## src/design/seqno_replay_window_check_core_defines.svh

```systemverilog
`ifndef SEQNO_REPLAY_WINDOW_CHECK_CORE_DEFINES_SVH
`define SEQNO_REPLAY_WINDOW_CHECK_CORE_DEFINES_SVH

// Same-cycle implication, disabled while reset is asserted.
`define SRWC_ASSERT_IMP(lbl, clk, rst_n, ante, cons, msg) \
    lbl: assert property (@(posedge clk) disable iff (!rst_n) (ante) |-> (cons)) \
        else $error(msg);

// Next-cycle implication, disabled while reset is asserted.
`define SRWC_ASSERT_NXT(lbl, clk, rst_n, ante, cons, msg) \
    lbl: assert property (@(posedge clk) disable iff (!rst_n) (ante) |=> (cons)) \
        else $error(msg);

`endif

```

## src/design/srwc_pkg.sv

```systemverilog
`timescale 1ns / 1ps

package srwc_pkg;

    localparam int SEQ_W            = 32;
    localparam int MAX_WINDOW_BYTES = 16;
    localparam int WB_W             = 5;
    localparam int FC_W             = 8;
    localparam int VERDICT_W        = 2;
    localparam int BIT_W            = 3;
    localparam int BYTE_W           = 8;

    localparam int IDX_W = (MAX_WINDOW_BYTES > 1) ? $clog2(MAX_WINDOW_BYTES) : 1;
    localparam int W_W   = $clog2(MAX_WINDOW_BYTES + 1);
    localparam int CNT_W = $clog2(MAX_WINDOW_BYTES * BYTE_W);

    // remainder unit: MOD_DIGIT dividend bits per cycle
    localparam int DIV_W     = SEQ_W - BIT_W;
    localparam int MOD_DIGIT = 4;
    localparam int MOD_STEPS = (DIV_W + MOD_DIGIT - 1) / MOD_DIGIT;
    localparam int DIV_PAD   = MOD_STEPS * MOD_DIGIT;
    localparam int STEP_W    = (MOD_STEPS > 1) ? $clog2(MOD_STEPS) : 1;

    localparam int IN_DATA_W  = ((SEQ_W + 7) / 8) * 8;
    localparam int OUT_BITS   = VERDICT_W + SEQ_W + 1;
    localparam int OUT_DATA_W = ((OUT_BITS + 7) / 8) * 8;

    localparam int CFG_IDX_W  = 1;
    localparam int CFG_DATA_W = 32;

    localparam logic [CFG_IDX_W-1:0] REG_WINDOW_BYTES = 1'b0;
    localparam logic [CFG_IDX_W-1:0] REG_SEQ_LIMIT    = 1'b1;

    localparam logic [WB_W-1:0]  WB_RESET    = 5'd16;
    localparam logic [SEQ_W-1:0] LIMIT_RESET = 32'h4000_0000;
    localparam logic [FC_W-1:0]  FC_MAX      = 8'hFF;

    typedef enum logic [VERDICT_W-1:0] {
        VERDICT_ACCEPT    = 2'd0,
        VERDICT_RESYNC    = 2'd1,
        VERDICT_DROP_FAR  = 2'd2,
        VERDICT_DROP_LATE = 2'd3
    } t_verdict;

    typedef enum logic [2:0] {
        ACT_BYPASS,
        ACT_ACCEPT,
        ACT_RESYNC,
        ACT_DROP_FAR,
        ACT_DROP_LATE
    } t_act;

    typedef struct packed {
        logic load;
        logic mod_step;
        logic load_walk;
        logic walk_step;
        logic commit;
        t_act act;
    } t_dp_cmd;

    typedef struct packed {
        logic en;
        logic next;
        logic far;
        logic late;
        logic too_old;
        logic bit_set;
        logic fc_lt;
        logic walk_done;
        logic out_busy;
    } t_dp_sts;

endpackage

```

## src/design/srwc_dp.sv

```systemverilog
`timescale 1ns / 1ps

module srwc_dp import srwc_pkg::*; (
    input  logic                  i_clk,
    input  logic                  i_rst_n,
    input  logic                  i_cfg_we,
    input  logic [CFG_IDX_W-1:0]  i_cfg_idx,
    input  logic [CFG_DATA_W-1:0] i_cfg_data,
    input  logic [SEQ_W-1:0]      i_seq,
    input  t_dp_cmd               i_cmd,
    output t_dp_sts               o_sts,
    input  logic                  i_out_ready,
    output logic                  o_out_valid,
    output logic [OUT_DATA_W-1:0] o_out_data
);

    logic [WB_W-1:0]    r_window_bytes;
    logic [SEQ_W-1:0]   r_seq_limit;
    logic [SEQ_W-1:0]   r_hs;
    logic [FC_W-1:0]    r_fc;
    logic [BYTE_W-1:0]  r_bitmap [MAX_WINDOW_BYTES];

    logic [SEQ_W-1:0]   r_seq;
    logic [DIV_PAD-1:0] r_div;
    logic [IDX_W-1:0]   r_rem;

    logic [SEQ_W-1:0]   r_end;
    logic [SEQ_W-1:0]   r_low;
    logic [SEQ_W-1:0]   r_lost;
    logic               r_next;
    logic               r_gt;

    logic [IDX_W-1:0]   r_widx;
    logic [BIT_W-1:0]   r_wbit;
    logic [CNT_W-1:0]   r_wcnt;

    logic               r_out_valid;
    t_verdict           r_out_verdict;
    logic [SEQ_W-1:0]   r_out_lost;
    logic               r_out_exp;

    logic [W_W-1:0]     w_eff;
    logic [SEQ_W-1:0]   span32;
    logic [IDX_W:0]     mod_t;
    logic [IDX_W-1:0]   n_rem;
    logic [IDX_W-1:0]   n_widx;
    logic [BIT_W-1:0]   n_wbit;
    logic [SEQ_W-1:0]   hs_new;
    logic               exp_new;

    // window clamped to the bitmap size
    assign w_eff  = (SEQ_W'(r_window_bytes) > SEQ_W'(MAX_WINDOW_BYTES))
                  ? W_W'(MAX_WINDOW_BYTES) : W_W'(r_window_bytes);
    assign span32 = SEQ_W'(w_eff) << BIT_W;

    always_ff @(posedge i_clk) begin
        if (!i_rst_n) begin
            r_window_bytes <= WB_RESET;
            r_seq_limit    <= LIMIT_RESET;
        end else if (i_cfg_we) begin
            case (i_cfg_idx)
                REG_WINDOW_BYTES: r_window_bytes <= i_cfg_data[WB_W-1:0];
                REG_SEQ_LIMIT:    r_seq_limit    <= i_cfg_data[SEQ_W-1:0];
                default:          r_seq_limit    <= r_seq_limit;
            endcase
        end
    end

    // restoring remainder, MOD_DIGIT bits per step
    always_comb begin
        n_rem = r_rem;
        mod_t = '0;
        for (int k = 0; k < MOD_DIGIT; k++) begin
            mod_t = {n_rem, r_div[DIV_PAD-1-k]};
            if (mod_t >= (IDX_W+1)'(w_eff)) begin
                mod_t = mod_t - (IDX_W+1)'(w_eff);
            end
            n_rem = mod_t[IDX_W-1:0];
        end
    end

    // walker moves one sequence number down, wrapping the byte index at w
    always_comb begin
        if (r_wbit == '0) begin
            n_wbit = BIT_W'(BYTE_W - 1);
            n_widx = (r_widx == '0) ? IDX_W'(w_eff - 1'b1) : r_widx - 1'b1;
        end else begin
            n_wbit = r_wbit - 1'b1;
            n_widx = r_widx;
        end
    end

    always_ff @(posedge i_clk) begin
        if (i_cmd.load) begin
            r_seq <= i_seq;
            r_div <= DIV_PAD'(i_seq[SEQ_W-1:BIT_W]);
            r_rem <= '0;
        end else if (i_cmd.mod_step) begin
            r_div <= r_div << MOD_DIGIT;
            r_rem <= n_rem;
        end
    end

    // r_seq and r_hs hold still while an item is in work
    always_ff @(posedge i_clk) begin
        r_end  <= r_hs + span32;
        r_low  <= r_hs - span32;
        r_lost <= r_seq - r_hs - SEQ_W'(1);
        r_next <= (r_seq == r_hs + SEQ_W'(1));
        r_gt   <= (r_seq > r_hs);
    end

    always_ff @(posedge i_clk) begin
        if (i_cmd.load_walk) begin
            r_widx <= r_rem;
            r_wbit <= r_seq[BIT_W-1:0];
            r_wcnt <= r_lost[CNT_W-1:0];
        end else if (i_cmd.walk_step) begin
            r_widx <= n_widx;
            r_wbit <= n_wbit;
            r_wcnt <= r_wcnt - 1'b1;
        end
    end

    // resync clears the whole window, which already covers the own bit
    always_ff @(posedge i_clk) begin
        if (!i_rst_n) begin
            for (int i = 0; i < MAX_WINDOW_BYTES; i++) begin
                r_bitmap[i] <= '0;
            end
        end else if (i_cmd.walk_step) begin
            r_bitmap[n_widx][n_wbit] <= 1'b1;
        end else if (i_cmd.commit) begin
            if (i_cmd.act == ACT_RESYNC) begin
                for (int i = 0; i < MAX_WINDOW_BYTES; i++) begin
                    if (SEQ_W'(i) < SEQ_W'(w_eff)) begin
                        r_bitmap[i] <= '0;
                    end
                end
            end else if (i_cmd.act == ACT_ACCEPT) begin
                r_bitmap[r_rem][r_seq[BIT_W-1:0]] <= 1'b0;
            end
        end
    end

    assign hs_new  = r_gt ? r_seq : r_hs;
    assign exp_new = (hs_new > r_seq_limit);

    always_ff @(posedge i_clk) begin
        if (!i_rst_n) begin
            r_hs        <= '0;
            r_fc        <= '0;
            r_out_valid <= 1'b0;
        end else begin
            if (i_cmd.commit) begin
                r_out_valid <= 1'b1;
                case (i_cmd.act)
                    ACT_BYPASS: r_hs <= hs_new;
                    ACT_ACCEPT,
                    ACT_RESYNC: begin
                        r_hs <= hs_new;
                        r_fc <= '0;
                    end
                    ACT_DROP_FAR: begin
                        if (r_fc != FC_MAX) begin
                            r_fc <= r_fc + 1'b1;
                        end
                    end
                    default: r_fc <= r_fc;
                endcase
            end else if (i_out_ready) begin
                r_out_valid <= 1'b0;
            end
        end
    end

    always_ff @(posedge i_clk) begin
        if (i_cmd.commit) begin
            case (i_cmd.act)
                ACT_BYPASS,
                ACT_ACCEPT: begin
                    r_out_verdict <= VERDICT_ACCEPT;
                    r_out_lost    <= '0;
                    r_out_exp     <= exp_new;
                end
                ACT_RESYNC: begin
                    r_out_verdict <= VERDICT_RESYNC;
                    r_out_lost    <= r_lost;
                    r_out_exp     <= exp_new;
                end
                ACT_DROP_FAR: begin
                    r_out_verdict <= VERDICT_DROP_FAR;
                    r_out_lost    <= r_lost;
                    r_out_exp     <= 1'b0;
                end
                default: begin
                    r_out_verdict <= VERDICT_DROP_LATE;
                    r_out_lost    <= '0;
                    r_out_exp     <= 1'b0;
                end
            endcase
        end
    end

    assign o_out_valid = r_out_valid;
    assign o_out_data  = OUT_DATA_W'({r_out_exp, r_out_lost, r_out_verdict});

    always_comb begin
        o_sts.en        = (w_eff != '0);
        o_sts.next      = r_next;
        o_sts.far       = (r_seq >= r_end);
        o_sts.late      = (r_seq <= r_hs);
        o_sts.too_old   = (r_hs >= span32) && (r_seq <= r_low);
        o_sts.bit_set   = r_bitmap[r_rem][r_seq[BIT_W-1:0]];
        o_sts.fc_lt     = (r_fc < FC_W'(w_eff >> 2));
        o_sts.walk_done = (r_wcnt == '0);
        o_sts.out_busy  = r_out_valid && !i_out_ready;
    end

endmodule

```

## src/design/srwc_ctrl.sv

```systemverilog
`timescale 1ns / 1ps
`include "seqno_replay_window_check_core_defines.svh"

module srwc_ctrl import srwc_pkg::*; (
    input  logic    i_clk,
    input  logic    i_rst_n,
    input  logic    i_in_valid,
    output logic    o_in_ready,
    input  t_dp_sts i_sts,
    output t_dp_cmd o_cmd
);

    typedef enum logic [2:0] {
        ST_IDLE,
        ST_MOD,
        ST_DECIDE,
        ST_FILL,
        ST_FINISH
    } t_state;

    t_state            r_state;
    logic [STEP_W-1:0] r_step;
    t_act              r_act;

    t_act              n_act;
    logic              gap;

    // verdict path from the classified sequence number
    always_comb begin
        gap = 1'b0;
        if (!i_sts.en) begin
            n_act = ACT_BYPASS;
        end else if (i_sts.next) begin
            n_act = ACT_ACCEPT;
        end else if (i_sts.far) begin
            n_act = i_sts.fc_lt ? ACT_DROP_FAR : ACT_RESYNC;
        end else if (i_sts.late) begin
            n_act = (i_sts.too_old || !i_sts.bit_set) ? ACT_DROP_LATE : ACT_ACCEPT;
        end else begin
            n_act = ACT_ACCEPT;
            gap   = 1'b1;
        end
    end

    always_ff @(posedge i_clk) begin
        if (!i_rst_n) begin
            r_state <= ST_IDLE;
            r_step  <= '0;
            r_act   <= ACT_BYPASS;
        end else begin
            case (r_state)
                ST_IDLE: begin
                    r_step <= '0;
                    if (i_in_valid) begin
                        r_state <= ST_MOD;
                    end
                end
                ST_MOD: begin
                    r_step <= r_step + 1'b1;
                    if (r_step == STEP_W'(MOD_STEPS - 1)) begin
                        r_state <= ST_DECIDE;
                    end
                end
                ST_DECIDE: begin
                    r_act   <= n_act;
                    r_state <= gap ? ST_FILL : ST_FINISH;
                end
                ST_FILL: begin
                    if (i_sts.walk_done) begin
                        r_state <= ST_FINISH;
                    end
                end
                ST_FINISH: begin
                    if (!i_sts.out_busy) begin
                        r_state <= ST_IDLE;
                    end
                end
                default: r_state <= ST_IDLE;
            endcase
        end
    end

    assign o_in_ready = (r_state == ST_IDLE);

    always_comb begin
        o_cmd.load      = (r_state == ST_IDLE) && i_in_valid;
        o_cmd.mod_step  = (r_state == ST_MOD);
        o_cmd.load_walk = (r_state == ST_DECIDE);
        o_cmd.walk_step = (r_state == ST_FILL) && !i_sts.walk_done;
        o_cmd.commit    = (r_state == ST_FINISH) && !i_sts.out_busy;
        o_cmd.act       = r_act;
    end

    `SRWC_ASSERT_NXT(a_one_in_flight, i_clk, i_rst_n, i_in_valid && o_in_ready, !o_in_ready, "second transaction taken while one is in work")
    `SRWC_ASSERT_IMP(a_commit_slot_free, i_clk, i_rst_n, o_cmd.commit, !i_sts.out_busy, "result committed over an untaken result")
    `SRWC_ASSERT_IMP(a_walk_bounded, i_clk, i_rst_n, o_cmd.walk_step, !i_sts.walk_done, "bitmap fill ran past the skipped range")

endmodule

```

## src/design/seqno_replay_window_check_core.sv

```systemverilog
`timescale 1ns / 1ps
// Anti-replay window check for received packet sequence numbers. Each input
// transaction carries one 32-bit sequence number and yields exactly one result
// transaction with a verdict (accepted, accepted after loss resync, dropped
// far future, dropped late or replayed), the lost count for far-future cases
// and a key-renewal flag. An item passes from the input transaction through
// the remainder steps and the classify step to the commit of its result; a
// packet that jumps ahead inside the window also goes through the bitmap fill,
// which marks its skipped sequence numbers (up to 126), and the commit waits
// while the output still holds an untaken result. The remainder unit finds
// the bitmap byte, 4 dividend bits a cycle; the bitmap fill marks one skipped
// number per cycle. One item is in work at a time; a finished result sits
// in the output register while the next input is taken. The bitmap lives in
// flip-flops cleared by reset, so no clearing pass follows reset.
// Configuration writes are expected only while no item is in work.

module seqno_replay_window_check_core import srwc_pkg::*; (
    input  logic                  i_clk,
    input  logic                  i_rst_n,

    // configuration: index 0 window_bytes, index 1 seq_limit
    input  logic                  i_cfg_we,
    input  logic [CFG_IDX_W-1:0]  i_cfg_idx,
    input  logic [CFG_DATA_W-1:0] i_cfg_data,

    input  logic                  s_axis_tvalid,
    output logic                  s_axis_tready,
    input  logic [IN_DATA_W-1:0]  s_axis_tdata,  // [31:0] seq_number

    output logic                  m_axis_tvalid,
    input  logic                  m_axis_tready,
    output logic [OUT_DATA_W-1:0] m_axis_tdata   // [1:0] verdict, [33:2] lost_count,
                                                 // [34] key_expired, [39:35] zero
);

    t_dp_cmd cmd;
    t_dp_sts sts;

    // sequencer: accept, remainder steps, classify, fill, commit
    srwc_ctrl u_ctrl (
        .i_clk      (i_clk),
        .i_rst_n    (i_rst_n),
        .i_in_valid (s_axis_tvalid),
        .o_in_ready (s_axis_tready),
        .i_sts      (sts),
        .o_cmd      (cmd)
    );

    // window state, bitmap, remainder unit, walker and output register
    srwc_dp u_dp (
        .i_clk       (i_clk),
        .i_rst_n     (i_rst_n),
        .i_cfg_we    (i_cfg_we),
        .i_cfg_idx   (i_cfg_idx),
        .i_cfg_data  (i_cfg_data),
        .i_seq       (s_axis_tdata[SEQ_W-1:0]),
        .i_cmd       (cmd),
        .o_sts       (sts),
        .i_out_ready (m_axis_tready),
        .o_out_valid (m_axis_tvalid),
        .o_out_data  (m_axis_tdata)
    );

endmodule

```

## config.mk

```make
export PLATFORM = sky130hd
export DESIGN_NAME = seqno_replay_window_check_core
export DESIGN_NICKNAME = d
export VERILOG_FILES = /design/src/design/srwc_pkg.sv /design/src/design/srwc_dp.sv /design/src/design/srwc_ctrl.sv /design/src/design/seqno_replay_window_check_core.sv
export VERILOG_INCLUDE_DIRS = /design/src /design/src/design
export SDC_FILE = /design/constraint.sdc
export NUM_CORES = 1
export LEC_CHECK = 0
export ABC_AREA = 0
export BUFFER_PORTS_ARGS = -buffer_cell sky130_fd_sc_hd__buf_2
export CORE_MARGIN = 5
export CORE_UTILIZATION = 30
export DETAILED_ROUTE_END_ITERATION = 6
export PLACE_DENSITY = 0.49
export SETUP_SLACK_MARGIN = 0.15
export SLEW_MARGIN = 40
export SYNTH_ARGS = -nofsm -noshare
export SYNTH_HDL_FRONTEND = slang
export SYNTH_SLANG_ARGS = --single-unit
```

## constraint.sdc

```tcl
create_clock -name i_clk -period 18 [get_ports i_clk]
set_clock_uncertainty 0.15 [all_clocks]
set_input_delay 1.8 -clock i_clk [delete_from_list [all_inputs] [get_ports i_clk]]
set_output_delay 1.8 -clock i_clk [all_outputs]
set_load 0.1 [all_outputs]
```

[Word level (Yosys, flattened, before mapping)]
Memory sizes are Yosys's and may differ from the RTL's. A register that Yosys moved wholly into a read port is not among the register bits.
Cells that the tools add are included.
Word-level totals
  register bits: 302
  bits in writable memories: 128
  output and inout bits: 42
  word-level logic and storage cells: 312
  memories kept: 1
Memories
  u_dp.r_bitmap: depth 16, bits a word 8, read ports 1, clocked after Yosys merged registers in 1, wr ports 16, RTL line srwc_dp.sv:21  | logic [BYTE_W-1:0] r_bitmap [MAX_WINDOW_BYTES];
Operators by class
  $add $sub $neg: 15
  $lt $le $gt $ge: 32
  equal/unequal tests: 15
  mux-type cells: 175
  bitwise gates (word level): 17
  reductions and logical operators: 34
Operator list (count)
  8-bit two-way mux: 23
  1-bit two-way mux: 114
  32-bit > comparator: 2
  32-bit <= comparator: 2
  29-bit two-way mux: 2
  4-bit two-way mux: 12
  4-bit by 5-bit < comparator with 1-bit output (first input constant): 8
  3-bit two-way mux: 13
  32-bit by 1-bit adder with 32-bit output (second input constant): 1
  32-bit by 8-bit adder with 32-bit output: 1
  32-bit == test: 1
  32-bit greater-or-equal comparator: 1
  32-bit by 8-bit greater-or-equal comparator with 1-bit output: 1
  32-bit two-way mux: 1
  32-bit by 1-bit subtractor with 32-bit output (second input constant): 1
  32-bit subtractor: 1
  32-bit by 8-bit subtractor with 32-bit output: 1
  5-bit greater-or-equal comparator: 4
  3-bit by 5-bit < comparator with 1-bit output (first input constant): 4
  1-bit OR: 16
  8-bit one-hot mux with 2 select lines: 1
  8-bit OR reduction: 2
  4-bit subtractor: 4
  3-bit one-hot mux with 5 select lines: 1
  other kinds (37): 71

[Longest topological paths before layout]
  depth in word-level cells: 12
  depth in mapped cells: 36

[Cells and area by module]
A second synthesis with hierarchy kept.
Unflattened totals
  cell total of the unflattened synthesis: 2523
  area total of the unflattened synthesis: 24488.5 um2
Modules (own cells, without submodules)
  srwc_dp: instances 1, cells an instance 2462, area each 23946.7 um2, seq. area each 10810.4 um2
  srwc_ctrl: instances 1, cells an instance 61, area each 541.8 um2, seq. area each 180.2 um2

[Worst setup path after synthesis]
OpenSTA, ideal clock, no wires.
  path type: reg-to-reg
  start: register u_dp.r_window_bytes[1]
  end: register (tool-made name)
  library setup time: 0.119 ns
  data arrival time: 7.073 ns
  required time: 17.731 ns
  path slack: 10.658 ns
  cell stages (with the launch flop): 36
  buffers on the path: 0
  cells stage by stage: dfxtp_1 -> nor2b_1 -> inv_1 -> ha_1 -> nor2b_1 -> o21ai_0 -> nand3b_1 -> a21o_1 -> a21o_1 -> mux2_2 -> inv_1 -> ha_1 -> nor2b_1 -> o21ai_0 -> nand2b_1 -> a31o_2 -> a21o_1 -> a21o_1 -> mux2_2 -> inv_1 -> ha_1 -> nor2b_1 -> o21ai_0 -> nand2b_1 -> a31o_2 -> a21o_1 -> a21o_1 -> mux2i_1 -> ha_1 -> o21ai_0 -> a21boi_0 -> o21ai_0 -> nand2b_1 -> a21oi_1 -> o31ai_1 -> a31o_2
RTL lines
  from (decl): RTL line srwc_dp.sv:17  | logic [WB_W-1:0] r_window_bytes;
  from (signal assigned): RTL line srwc_dp.sv:62  | REG_WINDOW_BYTES: r_window_bytes <= i_cfg_data[WB_W-1:0];

==> qor.yml <==
status:
  outcome: "complete, no violations"
synth:
  ys.flop_type: "edfxtp_1"
  synth-edff-count: 238
  avgSynthCellArea_sq_um: 9.65
  yosysUniqueCellTypes: 85
  yosysSeqAreaShare: 0.453
  synthArstFlopShare: 0
  ys_warn_count: 0
  syn-instance-count: 2515
  netlist_area_sq_um: 24300
  ys_ff_latch: 430
drt:
  wire_per_inst_um: 19.8
  ant_nets: 0
  totalWireLength_um: 72700
  drtIter0Drc: 1486
  vias_per_cell: 5.06
  detailroute.via_count: 18600
  drcViolationCount: 0
  drtPass1Iterations: 5
power_and_ir_drop:
  vdd_ir_drop_max_v: 0.0000560
  power.leakage_uw: 0.0101
  powerDensity_nw_per_um2: 102
  total_power_uw: 2810
sta:
  grt_setup_unrepaired: "false"
  tightest_slew_ns: 0.854
  fin_tns_setup_ns: 0
  fmax_mhz: 128
  fin_crit_ns: 7.79
  fin_crit_sh: 0.433
  hold_viol_final: 0
  slew_viol_final: 0
  fin_ws_ns: 10.21
  timing.slew.headroom: 0.431
  finalSetupViolCount: 0
place:
  dpl_cell_area_sq_um: 25800
  gp_congestion: 0.866
  dp.cells: 3579
  port_buffers: 106
  post-place-ws_ns: 10.20
  dpl.hpwl_um: 54900
global_routing:
  grt_pass1_vias: 18200
  overflow: 0
  grt.total_usage: 0.162
  grt_first_pass_wirelength_um: 110000
  antenna_found_initial: 1
  grt_max_degree: 92
setup_path:
  cp.required_ns: 18.28
  crit_start: "u_dp.r_window_bytes[4]$_SDFFE_PN1P_"
  worst_r2r_path_depth: 35
  worst-endpoint-arrival_ns: 8.08
  crit_fanout: 9
  cpMaxStageDelayCell: "dfxtp_1"
  path_depth: 35
  cp_top_family: "compound AO/OA/AOI/OAI gates"
  start_kind: "flop"
  cp_num_buf_inv: 3
  worstSetupEndpointType: "flop"
  critPathKind: "reg2reg"
  r2r-start: "u_dp.r_window_bytes[4]$_SDFFE_PN1P_"
  max_stage_delay_ns: 0.49
final_layout:
  seq_area_sq_um: 11000
  fin_cells: 3673
  final_area_sq_um: 27400
  num-fill-cells: 8262
  nets: 2819
  area_growth_pct: 13.0
  drive_above_1_share: 0.111
  multi_input_area_sq_um: 12100
clock_tree:
  root_buffer: "clkbuf_16"
  cts_hold_buf: 0
  clk_latency_ns: 0.60
  cts_max_level: 2
  cts_tree: "done"
  cts_buffers: 50
  clkTransAtPathRegs_ns: 0.06
  cts_setup_buffers: 0
  post_cts_resized: 0
  clockBufferDepth: 3
  cts.sink_count: 430
worst_hold_path:
  min_delay_path_depth: 0
  hold_path.class: "reg2reg"
  worstHoldStart: "u_dp.r_hs[1]$_SDFFE_PN0P_"
die:
  die_area_sq_um: 86700
  core_area_sq_um: 80400
  num_io_pins: 112
  row_count: 104
  start_util: 0.302
  die_y_um: 294
  die_w_um: 294
job:
  cap_viol_max_count: 0
==> state kept, by name (all words and copies together) (netlist names), 2 cells and up, named ones only <==
name and flops:
u_dp.r_fc 8, u_dp.r_div 32, u_dp.r_end 32, u_dp.r_out_lost 32
u_ctrl.r_act 3, u_dp.r_window_bytes 5, u_ctrl.r_step 3, u_dp.r_out_verdict 2
u_dp.r_low 28, u_dp.r_bitmap 128, u_dp.r_rem 4, u_dp.r_hs 32
u_ctrl.r_state 3, u_dp.r_seq_limit 32, u_dp.r_seq 32, u_dp.r_widx 4
u_dp.r_wcnt 7, u_dp.r_wbit 3, u_dp.r_lost 32
==> worst reg2reg max path: cells and delay by family (launching register included) <==
family	cells	cell delay, ns
mux	4	1.27
compound gates	16	3.13
simple gates	8	0.88
flops	1	0.49
fa+ha+maj	4	1.13
buf+inv	3	0.58
==> path summary, 6_finish.rpt <==
check | end | slack, ns
worst min-delay path | u_dp.r_end[1]$_DFF_P_ | 0.27
worst max-delay path | flop | 10.21
worst max register to register | flop | 10.21
worst min register to register | u_dp.r_end[1]$_DFF_P_ | 0.27
==> per-stage QoR <==
step	util	hold slack [ns]
finish	0.341	0.274
global route	0.341	0.275
CTS	0.341	0.261
detailed placement	0.321	0.255
global placement	0.321	0.250
floorplan	-	0.228
==> per-layer routing <==
metal | global-route usage | share of wire
met1 | 0.244 | 0.49
met2 | 0.248 | 0.43
met3 | 0.0207 | 0.052
met4 | 0.0422 | 0.025
met5 | 0 | 0.00018
==> area by class of cell <==
class / instances / area share
antenna: 1 / 0.0000913
clock buffer: 66 / 0.0493
clock inverter: 26 / 0.00758
inverter: 174 / 0.0239
multi-input combinational: 1785 / 0.443
sequential: 430 / 0.401
tap: 1060 / 0.0484
timing repair buffer: 131 / 0.0266
==> cells in the mapped netlist (8+ instances only) <==
| library cell | number | share of area |
|---|---|---|
| clkbuf_1 | 92 | 0.014 |
| o31ai_1 | 8 | 0.0025 |
| nor2_1 | 215 | 0.033 |
| nor4_1 | 26 | 0.0067 |
| buf_4 | 10 | 0.0031 |
| nor2b_1 | 59 | 0.015 |
| inv_1 | 168 | 0.026 |
| mux2i_1 | 66 | 0.027 |
| nand3_1 | 48 | 0.0099 |
| dfxtp_1 | 192 | 0.16 |
| o21a_1 | 12 | 0.0037 |
| nand2b_1 | 21 | 0.0054 |
| xnor2_1 | 111 | 0.040 |
| mux2_2 | 8 | 0.0037 |
| a211oi_1 | 8 | 0.0025 |
| o21ai_0 | 230 | 0.047 |
| nand4_1 | 37 | 0.0095 |
| ha_1 | 170 | 0.088 |
| a31oi_1 | 10 | 0.0026 |
| nand2_1 | 286 | 0.044 |
| nor3_1 | 29 | 0.0060 |
| and2_1 | 44 | 0.011 |
| edfxtp_1 | 238 | 0.29 |
| xor2_1 | 34 | 0.012 |
| a21boi_0 | 43 | 0.013 |
| a21oi_1 | 103 | 0.021 |
| o211ai_1 | 11 | 0.0034 |
| mux4_2 | 27 | 0.025 |
| and3_1 | 16 | 0.0041 |
| buf_2 | 25 | 0.0052 |
| a21o_1 | 47 | 0.015 |
==> layout by cell type (no fill, tap or decap), types with 44 or more instances in the layout <==
cell type / n
inv_1: 166
edfxtp_1: 238
clkbuf_16: 51
nand2_1: 285
buf_2: 106
o21ai_0: 229
a21oi_1: 102
xnor2_1: 111
nor2b_1: 57
nand3_1: 48
mux2i_1: 66
nor2_1: 214
and2_1: 44
dfxtp_1: 189
ha_1: 170
a21o_1: 47
==> power breakdown <==
part           total (uW)  internal [uW]  switching (uW)
sequential           1200           1130            66.6
combinational         634            257             377
clock                 979            559             420
total                2810           1950             864
==> kinds of logic after synthesis <==
| logic type | after synthesis | synth area share |
|---|---|---|
| adders and majority gates | 177 | 0.0934 |
| buffers and inverters | 304 | 0.0502 |
| muxes | 101 | 0.0560 |
| DFF | 430 | 0.453 |
| AOI/OAI and AO/OA | 535 | 0.134 |
| other | 1 | 0.000155 |
| xor gates and xnor gates | 145 | 0.0523 |
| and+or+nand+nor | 822 | 0.161 |
Power figures use the tool's default switching activity.
